===== src/hw/rtl/shac_pkg.sv =====
// Shared types and constants for the SHA-256 block compression core.
// No dependencies; imported by the round unit, the top level and the checker.
`default_nettype none

package shac_pkg;

    // Operation codes carried on the input channel.
    localparam logic OP_STATE = 1'b0;
    localparam logic OP_DATA  = 1'b1;

    // Block geometry.
    localparam int unsigned BLOCK_BYTES  = 64;
    localparam int unsigned ROUNDS       = 64;
    localparam int unsigned WINDOW_WORDS = 16;
    localparam int unsigned DIGEST_BYTES = 32;

    // The eight working variables a..h of one round.
    typedef struct packed {
        logic [31:0] a;
        logic [31:0] b;
        logic [31:0] c;
        logic [31:0] d;
        logic [31:0] e;
        logic [31:0] f;
        logic [31:0] g;
        logic [31:0] h;
    } shac_vars_t;

    // Standard SHA-256 round constants.
    localparam logic [31:0] ROUND_K [ROUNDS] = '{
        32'h428a2f98, 32'h71374491, 32'hb5c0fbcf, 32'he9b5dba5,
        32'h3956c25b, 32'h59f111f1, 32'h923f82a4, 32'hab1c5ed5,
        32'hd807aa98, 32'h12835b01, 32'h243185be, 32'h550c7dc3,
        32'h72be5d74, 32'h80deb1fe, 32'h9bdc06a7, 32'hc19bf174,
        32'he49b69c1, 32'hefbe4786, 32'h0fc19dc6, 32'h240ca1cc,
        32'h2de92c6f, 32'h4a7484aa, 32'h5cb0a9dc, 32'h76f988da,
        32'h983e5152, 32'ha831c66d, 32'hb00327c8, 32'hbf597fc7,
        32'hc6e00bf3, 32'hd5a79147, 32'h06ca6351, 32'h14292967,
        32'h27b70a85, 32'h2e1b2138, 32'h4d2c6dfc, 32'h53380d13,
        32'h650a7354, 32'h766a0abb, 32'h81c2c92e, 32'h92722c85,
        32'ha2bfe8a1, 32'ha81a664b, 32'hc24b8b70, 32'hc76c51a3,
        32'hd192e819, 32'hd6990624, 32'hf40e3585, 32'h106aa070,
        32'h19a4c116, 32'h1e376c08, 32'h2748774c, 32'h34b0bcb5,
        32'h391c0cb3, 32'h4ed8aa4a, 32'h5b9cca4f, 32'h682e6ff3,
        32'h748f82ee, 32'h78a5636f, 32'h84c87814, 32'h8cc70208,
        32'h90befffa, 32'ha4506ceb, 32'hbef9a3f7, 32'hc67178f2
    };

endpackage

`default_nettype wire


===== src/hw/rtl/sha256_block_compress.sv =====
// Top level of the SHA-256 block compression core: loading, sequencer and output.
// Depends on shac_pkg and shac_round.
//
// Channel   Direction  Handshake              Payload
// in        sink       in_valid / in_ready    operation, state_word, data_byte
// out       source     out_valid / out_ready  hash_byte, last
//
// A state word or a message byte is accepted while the core is idle.
// The 64th byte starts the compression: 64 rounds through the single round
// unit, the final add to the chaining words, then 32 digest bytes at one per
// cycle while out_ready is high. The core is not ready for input from the
// 64th byte until the last digest byte is taken. A stalled output holds its
// byte. Reset clears only the counters and the sequencer.
`default_nettype none

module sha256_block_compress (
    input  logic        clk,
    input  logic        rst_n,
    input  logic        in_valid,
    output logic        in_ready,
    input  logic        operation,
    input  logic [31:0] state_word,
    input  logic [7:0]  data_byte,
    output logic        out_valid,
    input  logic        out_ready,
    output logic [7:0]  hash_byte,
    output logic        last
);
    import shac_pkg::*;

    typedef enum logic [3:0] {
        ST_IDLE  = 4'b0001,
        ST_ROUND = 4'b0010,
        ST_FINAL = 4'b0100,
        ST_OUT   = 4'b1000
    } shac_state_t;

    localparam logic [5:0] LAST_BYTE_IDX  = 6'(BLOCK_BYTES - 1);
    localparam logic [5:0] LAST_ROUND_IDX = 6'(ROUNDS - 1);
    localparam logic [4:0] LAST_OUT_IDX   = 5'(DIGEST_BYTES - 1);
    localparam int unsigned WIN_BITS      = 32 * WINDOW_WORDS;

    shac_state_t state_reg, state_next;
    logic [5:0]  round_reg, round_next;
    logic [5:0]  byte_cnt_reg, byte_cnt_next;
    logic [2:0]  state_idx_reg, state_idx_next;
    logic [4:0]  out_cnt_reg, out_cnt_next;

    logic [31:0]          chain_reg [8];
    logic [WIN_BITS-1:0]  win_reg;
    shac_vars_t           vars_reg;
    shac_vars_t           vars_next;
    logic [31:0]          w_new;
    logic [31:0]          out_word;
    logic                 in_fire;
    logic                 block_done;

    assign in_ready   = (state_reg == ST_IDLE);
    assign out_valid  = (state_reg == ST_OUT);
    assign in_fire    = in_valid && in_ready;
    assign block_done = in_fire && (operation == OP_DATA) && (byte_cnt_reg == LAST_BYTE_IDX);

    // Shared round unit; the window holds W[t] .. W[t+15] with W[t] at the top.
    shac_round u_round (
        .vars      (vars_reg),
        .k         (ROUND_K[round_reg]),
        .w0        (win_reg[WIN_BITS-1 -: 32]),
        .w1        (win_reg[WIN_BITS-1-32 -: 32]),
        .w9        (win_reg[WIN_BITS-1-9*32 -: 32]),
        .w14       (win_reg[WIN_BITS-1-14*32 -: 32]),
        .vars_next (vars_next),
        .w_new     (w_new)
    );

    // Sequencer and counters.
    always_comb
    begin
        state_next     = state_reg;
        round_next     = round_reg;
        byte_cnt_next  = byte_cnt_reg;
        state_idx_next = state_idx_reg;
        out_cnt_next   = out_cnt_reg;
        case (state_reg)
            ST_IDLE:
            begin
                if (in_fire)
                begin
                    if (operation == OP_STATE)
                    begin
                        state_idx_next = state_idx_reg + 3'd1;
                    end
                    else
                    begin
                        byte_cnt_next = byte_cnt_reg + 6'd1;
                        if (block_done)
                        begin
                            round_next = '0;
                            state_next = ST_ROUND;
                        end
                    end
                end
            end
            ST_ROUND:
            begin
                round_next = round_reg + 6'd1;
                if (round_reg == LAST_ROUND_IDX)
                begin
                    state_next = ST_FINAL;
                end
            end
            ST_FINAL:
            begin
                state_idx_next = '0;
                out_cnt_next   = '0;
                state_next     = ST_OUT;
            end
            ST_OUT:
            begin
                if (out_ready)
                begin
                    out_cnt_next = out_cnt_reg + 5'd1;
                    if (out_cnt_reg == LAST_OUT_IDX)
                    begin
                        state_next = ST_IDLE;
                    end
                end
            end
            default:
            begin
                state_next = ST_IDLE;
            end
        endcase
    end

    // Control registers.
    always_ff @(posedge clk or negedge rst_n)
    begin
        if (!rst_n)
        begin
            state_reg     <= ST_IDLE;
            round_reg     <= '0;
            byte_cnt_reg  <= '0;
            state_idx_reg <= '0;
            out_cnt_reg   <= '0;
        end
        else
        begin
            state_reg     <= state_next;
            round_reg     <= round_next;
            byte_cnt_reg  <= byte_cnt_next;
            state_idx_reg <= state_idx_next;
            out_cnt_reg   <= out_cnt_next;
        end
    end

    // Chaining words, message window and working variables.
    always_ff @(posedge clk)
    begin
        if (in_fire && (operation == OP_STATE))
        begin
            chain_reg[state_idx_reg] <= state_word;
        end
        if (in_fire && (operation == OP_DATA))
        begin
            win_reg <= {win_reg[WIN_BITS-9:0], data_byte};
        end
        if (block_done)
        begin
            vars_reg <= '{a: chain_reg[0], b: chain_reg[1], c: chain_reg[2], d: chain_reg[3],
                          e: chain_reg[4], f: chain_reg[5], g: chain_reg[6], h: chain_reg[7]};
        end
        if (state_reg == ST_ROUND)
        begin
            vars_reg <= vars_next;
            win_reg  <= {win_reg[WIN_BITS-33:0], w_new};
        end
        if (state_reg == ST_FINAL)
        begin
            chain_reg[0] <= chain_reg[0] + vars_reg.a;
            chain_reg[1] <= chain_reg[1] + vars_reg.b;
            chain_reg[2] <= chain_reg[2] + vars_reg.c;
            chain_reg[3] <= chain_reg[3] + vars_reg.d;
            chain_reg[4] <= chain_reg[4] + vars_reg.e;
            chain_reg[5] <= chain_reg[5] + vars_reg.f;
            chain_reg[6] <= chain_reg[6] + vars_reg.g;
            chain_reg[7] <= chain_reg[7] + vars_reg.h;
        end
    end

    // Digest byte: word from the upper count bits, most significant byte first.
    assign out_word  = chain_reg[out_cnt_reg[4:2]];
    assign hash_byte = out_word[{~out_cnt_reg[1:0], 3'b000} +: 8];
    assign last      = (out_cnt_reg == LAST_OUT_IDX);

endmodule

`default_nettype wire


===== src/hw/rtl/shac_round.sv =====
// Combinational SHA-256 round unit: one compression round plus one schedule word.
// Depends on shac_pkg for the working-variable struct.
`default_nettype none

module shac_round (
    input  shac_pkg::shac_vars_t vars,
    input  logic [31:0]          k,
    input  logic [31:0]          w0,
    input  logic [31:0]          w1,
    input  logic [31:0]          w9,
    input  logic [31:0]          w14,
    output shac_pkg::shac_vars_t vars_next,
    output logic [31:0]          w_new
);
    import shac_pkg::*;

    function automatic logic [31:0] rotr(input logic [31:0] x, input int unsigned n);
        return (x >> n) | (x << (32 - n));
    endfunction

    logic [31:0] t1;
    logic [31:0] t2;
    logic [31:0] ch;
    logic [31:0] maj;
    logic [31:0] bsig0;
    logic [31:0] bsig1;
    logic [31:0] ssig0;
    logic [31:0] ssig1;

    // Sigma functions of the round and of the schedule.
    assign bsig0 = rotr(vars.a, 2) ^ rotr(vars.a, 13) ^ rotr(vars.a, 22);
    assign bsig1 = rotr(vars.e, 6) ^ rotr(vars.e, 11) ^ rotr(vars.e, 25);
    assign ssig0 = rotr(w1, 7) ^ rotr(w1, 18) ^ (w1 >> 3);
    assign ssig1 = rotr(w14, 17) ^ rotr(w14, 19) ^ (w14 >> 10);

    // Choose and majority.
    assign ch  = (vars.e & vars.f) ^ (~vars.e & vars.g);
    assign maj = (vars.a & vars.b) ^ (vars.a & vars.c) ^ (vars.b & vars.c);

    // Round temporaries; w0 is the schedule word of this round.
    assign t1 = vars.h + bsig1 + ch + k + w0;
    assign t2 = bsig0 + maj;

    // Schedule word sixteen rounds ahead of the current one.
    assign w_new = ssig1 + w9 + ssig0 + w0;

    // Rotate the working variables.
    always_comb
    begin
        vars_next.a = t1 + t2;
        vars_next.b = vars.a;
        vars_next.c = vars.b;
        vars_next.d = vars.c;
        vars_next.e = vars.d + t1;
        vars_next.f = vars.e;
        vars_next.g = vars.f;
        vars_next.h = vars.g;
    end

endmodule

`default_nettype wire


===== config.mk =====
export PLATFORM = sky130hd
export DESIGN_NAME = sha256_block_compress
export DESIGN_NICKNAME = d
export VERILOG_FILES = /design/src/hw/rtl/shac_pkg.sv /design/src/hw/rtl/sha256_block_compress.sv /design/src/hw/rtl/shac_round.sv
export SDC_FILE = /design/constraint.sdc
export NUM_CORES = 2
export LEC_CHECK = 0
export BUFFER_PORTS_ARGS = -buffer_cell sky130_fd_sc_hd__buf_2
export CAP_MARGIN = 20
export CELL_PAD_IN_SITES_DETAIL_PLACEMENT = 0
export CELL_PAD_IN_SITES_GLOBAL_PLACEMENT = 1
export CORE_MARGIN = 5
export CORE_UTILIZATION = 45
export CTS_BUF_LIST = sky130_fd_sc_hd__clkbuf_8
export DETAILED_ROUTE_END_ITERATION = 10
export GPL_TIMING_DRIVEN = 1
export PLACE_DENSITY = 0.81
export SLEW_MARGIN = 20
export SYNTH_ARGS = -nofsm -noshare
export SYNTH_HDL_FRONTEND = slang
export SYNTH_SLANG_ARGS = --single-unit

===== constraint.sdc =====
create_clock -name clk -period 16.7 [get_ports clk]
set_input_delay 0.835 -clock clk [delete_from_list [all_inputs] [get_ports clk]]
set_output_delay 0.835 -clock clk [all_outputs]
set_load 0.02 [all_outputs]

==> run_results.csv <==
group,metric,value,unit
clock_tree,cts_max_path_buffers,3,
logic_synthesis,synth_top_flop_cell,"edfxtp_1",
layout,nNetsFinal,8236,
logic_synthesis,async_flop_share,2.290,%
route,drt_pre_antenna_iters,6,
global_route,grt_max_degree,239,
worst_setup_path,critPathLaunchType,"register",
layout,final_area,0.07820,mm^2
logic_synthesis,synth_edf_count,1024,
hold_path,worstHoldStart,"data_byte[0]",
timing,setup_viol,0,
route,wl_per_cell,23.36,um
route,first_iter_violations,6035,
floorplanning,num_rows,147,
layout,drive_gt1_share,6.833,%
power,power_density,76.71,mW/mm^2
placement,dp_hpwl,173800,um
logic_synthesis,ys_seq_area_share,43.22,%
worst_setup_path,r2r_start,"round_reg[0]",
route,dr_total_vias,57036,
global_route,antenna_found_initial,6,
timing,post-route-period-util,58.27,%
worst_setup_path,crit_arrival,10410,ps
floorplanning,initial_utilization,45.23,%
worst_setup_path,critPathKind,"register to register",
logic_synthesis,yosysWarnings,0,
global_route,grt_pass1_wl,344500,um
layout,utilization,48.76,%
power,power.share.switching,27.88,%
hold_path,hold_path.class,"primary input to register",
timing,slew_violations,0,
logic_synthesis,synth_cells,7678,
clock_tree,cts-htree-levels,4,
route,drc,0,
logic_synthesis,synthesis.nets,8321,
logic_synthesis,syn_area,0.07255,mm^2
logic_synthesis,ys_types,86,
layout,area_growth,7.796,%
timing,fmax,102.8,MHz
worst_setup_path,path_max_fanout,16,
global_route,grt_usage,26.81,%
floorplanning,core_area,0.1604,mm^2
placement,gp_congestion,0.9510,
power,combPwrFrac,11.0,%
clock_tree,cts-root-buf,"clkbuf_8",
worst_setup_path,end_kind,"register",
floorplanning,die_area,0.1693,mm^2
worst_setup_path,cp.required,17380,ps
timing,rsz0062_at_grt,"false",
global_route,overflow,0,
logic_synthesis,syn-mean-instance-area,9.449,um^2
hold_path,min_path_cells,3,
power,ir_worst_vdd,0.00009148,V
route,wl_met1,96760,um
outcome,status,"completed",
timing,setup_tns,0,ps
global_route,first_global_vias,55218,
clock_tree,worst_skew_pair.late_latency,1010,ps
clock_tree,cts.clk_slew.worst_paths,60,ps
logic_synthesis,synth_seq_cells,1048,
power,p_sw,1.673,mW
worst_setup_path,r2r_slack,6970,ps
flow_run,max_cap_violations,0,
floorplanning,die_h,411.5,um
power,seqPwrFrac,50.8,%
timing,clock_skew,100.0,ps
floorplanning,die_w,411.5,um
clock_tree,clkSinkCount,1048,
power,internal_power,4.327,mW
worst_setup_path,r2r_cells,33,
floorplanning,ios,56,
placement,place_area,0.07476,mm^2
route,via_per_inst,5.755,
route,highest_layer,"met5",
clock_tree,cts_tree,"built",
route,wl_met2,106400,um
power,clkPwrFrac,38.2,%
clock_tree,cts_resized,0,
clock_tree,cts_buffers,187,
placement,port-buffer-count,55,
power,leakagePower,32.28,nW
timing,fin_crit,9731,ps
worst_setup_path,max_stage_delay,760,ps
layout,largest_reg_flops,512,
route,drt_wl_total,231500,um
worst_setup_path,reg2reg_to,"vars_reg[255]",
timing,hold-worst-slack,138.0,ps
route,wl_met3,16160,um
timing,relSlewSlack,18.05,%
worst_setup_path,slowest_stage,"ha_1",
timing,hold_viol_final,0,
hold_path,min_to,"win_reg[0]",
timing,worstMarginPinSlew,1229,ps
route,ant_nets,0,
clock_tree,postCtsSetupBuffers,0,
-- layout by cell type (no fill, tap or decap), types with 38 or more instances in the layout --
| cell type | count |
|---|---|
| ha_1 | 403 |
| buf_2 | 55 |
| o21ai_0 | 609 |
| fa_1 | 195 |
| and3_1 | 42 |
| mux2_2 | 38 |
| a21oi_1 | 349 |
| xor2_1 | 246 |
| o31ai_1 | 45 |
| inv_1 | 499 |
| nand2_1 | 2226 |
| a31oi_1 | 45 |
| a211oi_1 | 67 |
| nand2b_1 | 66 |
| nand3_1 | 72 |
| edfxtp_1 | 1024 |
| o21a_1 | 48 |
| xnor2_1 | 338 |
| buf_4 | 69 |
| a21o_1 | 182 |
| mux4_2 | 85 |
| nor2_1 | 225 |
| o21bai_1 | 46 |
| clkbuf_8 | 187 |
| clkinv_1 | 56 |
| nor3_1 | 94 |
-- routing by layer --
metal	track usage, %	vias to the layer above
met5	0	-
met3	3.954	457
li1	-	26409
met2	42.72	2291
met4	12.71	2
met1	36.17	27877
-- critical path: cells and delay by family, from the launching register on --
family	cells	cell delay (ps)
AOI/OAI and AO/OA	13	3090
xor gates and xnor gates	3	600
adders and majority gates	5	2420
buffers and inverters	4	690
DFF	1	670
and+or+nand+nor	8	1950
-- how the worst max path moves through the flow --
stage,startpoint,cells after the start,to
floorplan,state_reg[0],7,win_reg[0]
detailed placement,round_reg[0],33,vars_reg[255]
global placement,round_reg[0],28,vars_reg[255]
finish,round_reg[0],33,vars_reg[255]
global route,round_reg[0],33,vars_reg[255]
CTS,round_reg[0],33,vars_reg[255]
-- cell usage after synthesis (all sizes together) (24+ instances only) --
master / number / area (um^2)
a211oi: 69 / 528.0
a21o: 182 / 1366
nor2b: 37 / 231.5
nand2b: 66 / 412.9
nand3: 72 / 360.4
fa: 195 / 3904
xnor2: 338 / 2960
ha: 403 / 5042
a31oi: 46 / 294.0
buf: 25 / 106.4
nand2: 2228 / 8363
or3: 24 / 150.1
edfxtp: 1024 / 30750
a21oi: 352 / 1769
mux2: 38 / 427.9
o21ai: 630 / 3157
xor2: 246 / 2155
inv: 434 / 1629
nor3: 94 / 470.5
o21bai: 46 / 345.3
o31ai: 47 / 352.8
nor2: 225 / 844.6
and3: 42 / 262.8
clkbuf: 378 / 1419
o21a: 48 / 360.4
mux4: 85 / 1914
-- through the flow --
stage	cells	setup WS, ps	power (mW)
6_report	9910	6969	5.999
5_1_grt	9906	6503	6.227
4_1_cts	9902	7065	6.028
3_5_place_dp	9563	7095	3.750
3_3_place_gp	9563	7016	3.736
2_1_floorplan	7678	2751	3.569
-- power by group through the flow --
stage | Sequential [mW] | Combinational, mW | Clock, mW
global placement | 3.10 | 0.637 | 0
CTS | 3.05 | 0.654 | 2.33
global route | 3.06 | 0.726 | 2.45
floorplan | 3.10 | 0.466 | 0
detailed placement | 3.10 | 0.650 | 0
finish | 3.05 | 0.661 | 2.29
-- cells by family (layout without fill, tap and decap cells) --
logic type                 count (synthesis)  after routing  synth area share [%]
muxes                                    131            131                 3.339
xor gates and xnor gates                 584            584                 7.051
AOI/OAI and AO/OA                       1585           1585                 13.30
DFF                                     1048           1048                 43.22
and+or+nand+nor                         2871           2871                 16.10
buffers and inverters                    839            903                 4.358
other                                      0              8                     0
adders and majority gates                620            620                 12.64
-- area by class of cell --
cell class,instances,area (um^2)
Tap cell,2160,2703
Inverter,436,1637
Sequential cell,1048,31360
Timing Repair Buffer,129,883.3
Clock inverter,151,834.6
Multi-Input combinational cell,5791,38190
Antenna cell,8,20.02
Fill cell,15102,82180
Clock buffer,187,2574
-- what timing repair did --
| item | 4_1_cts | 5_1_grt |
|---|---|---|
| hold endpoints to repair | 23 | 0 |
| endpoints found under the setup margin | 0 | 0 |
| hold buffers | 1 | 0 |
(Power assumes the default switching activity.)
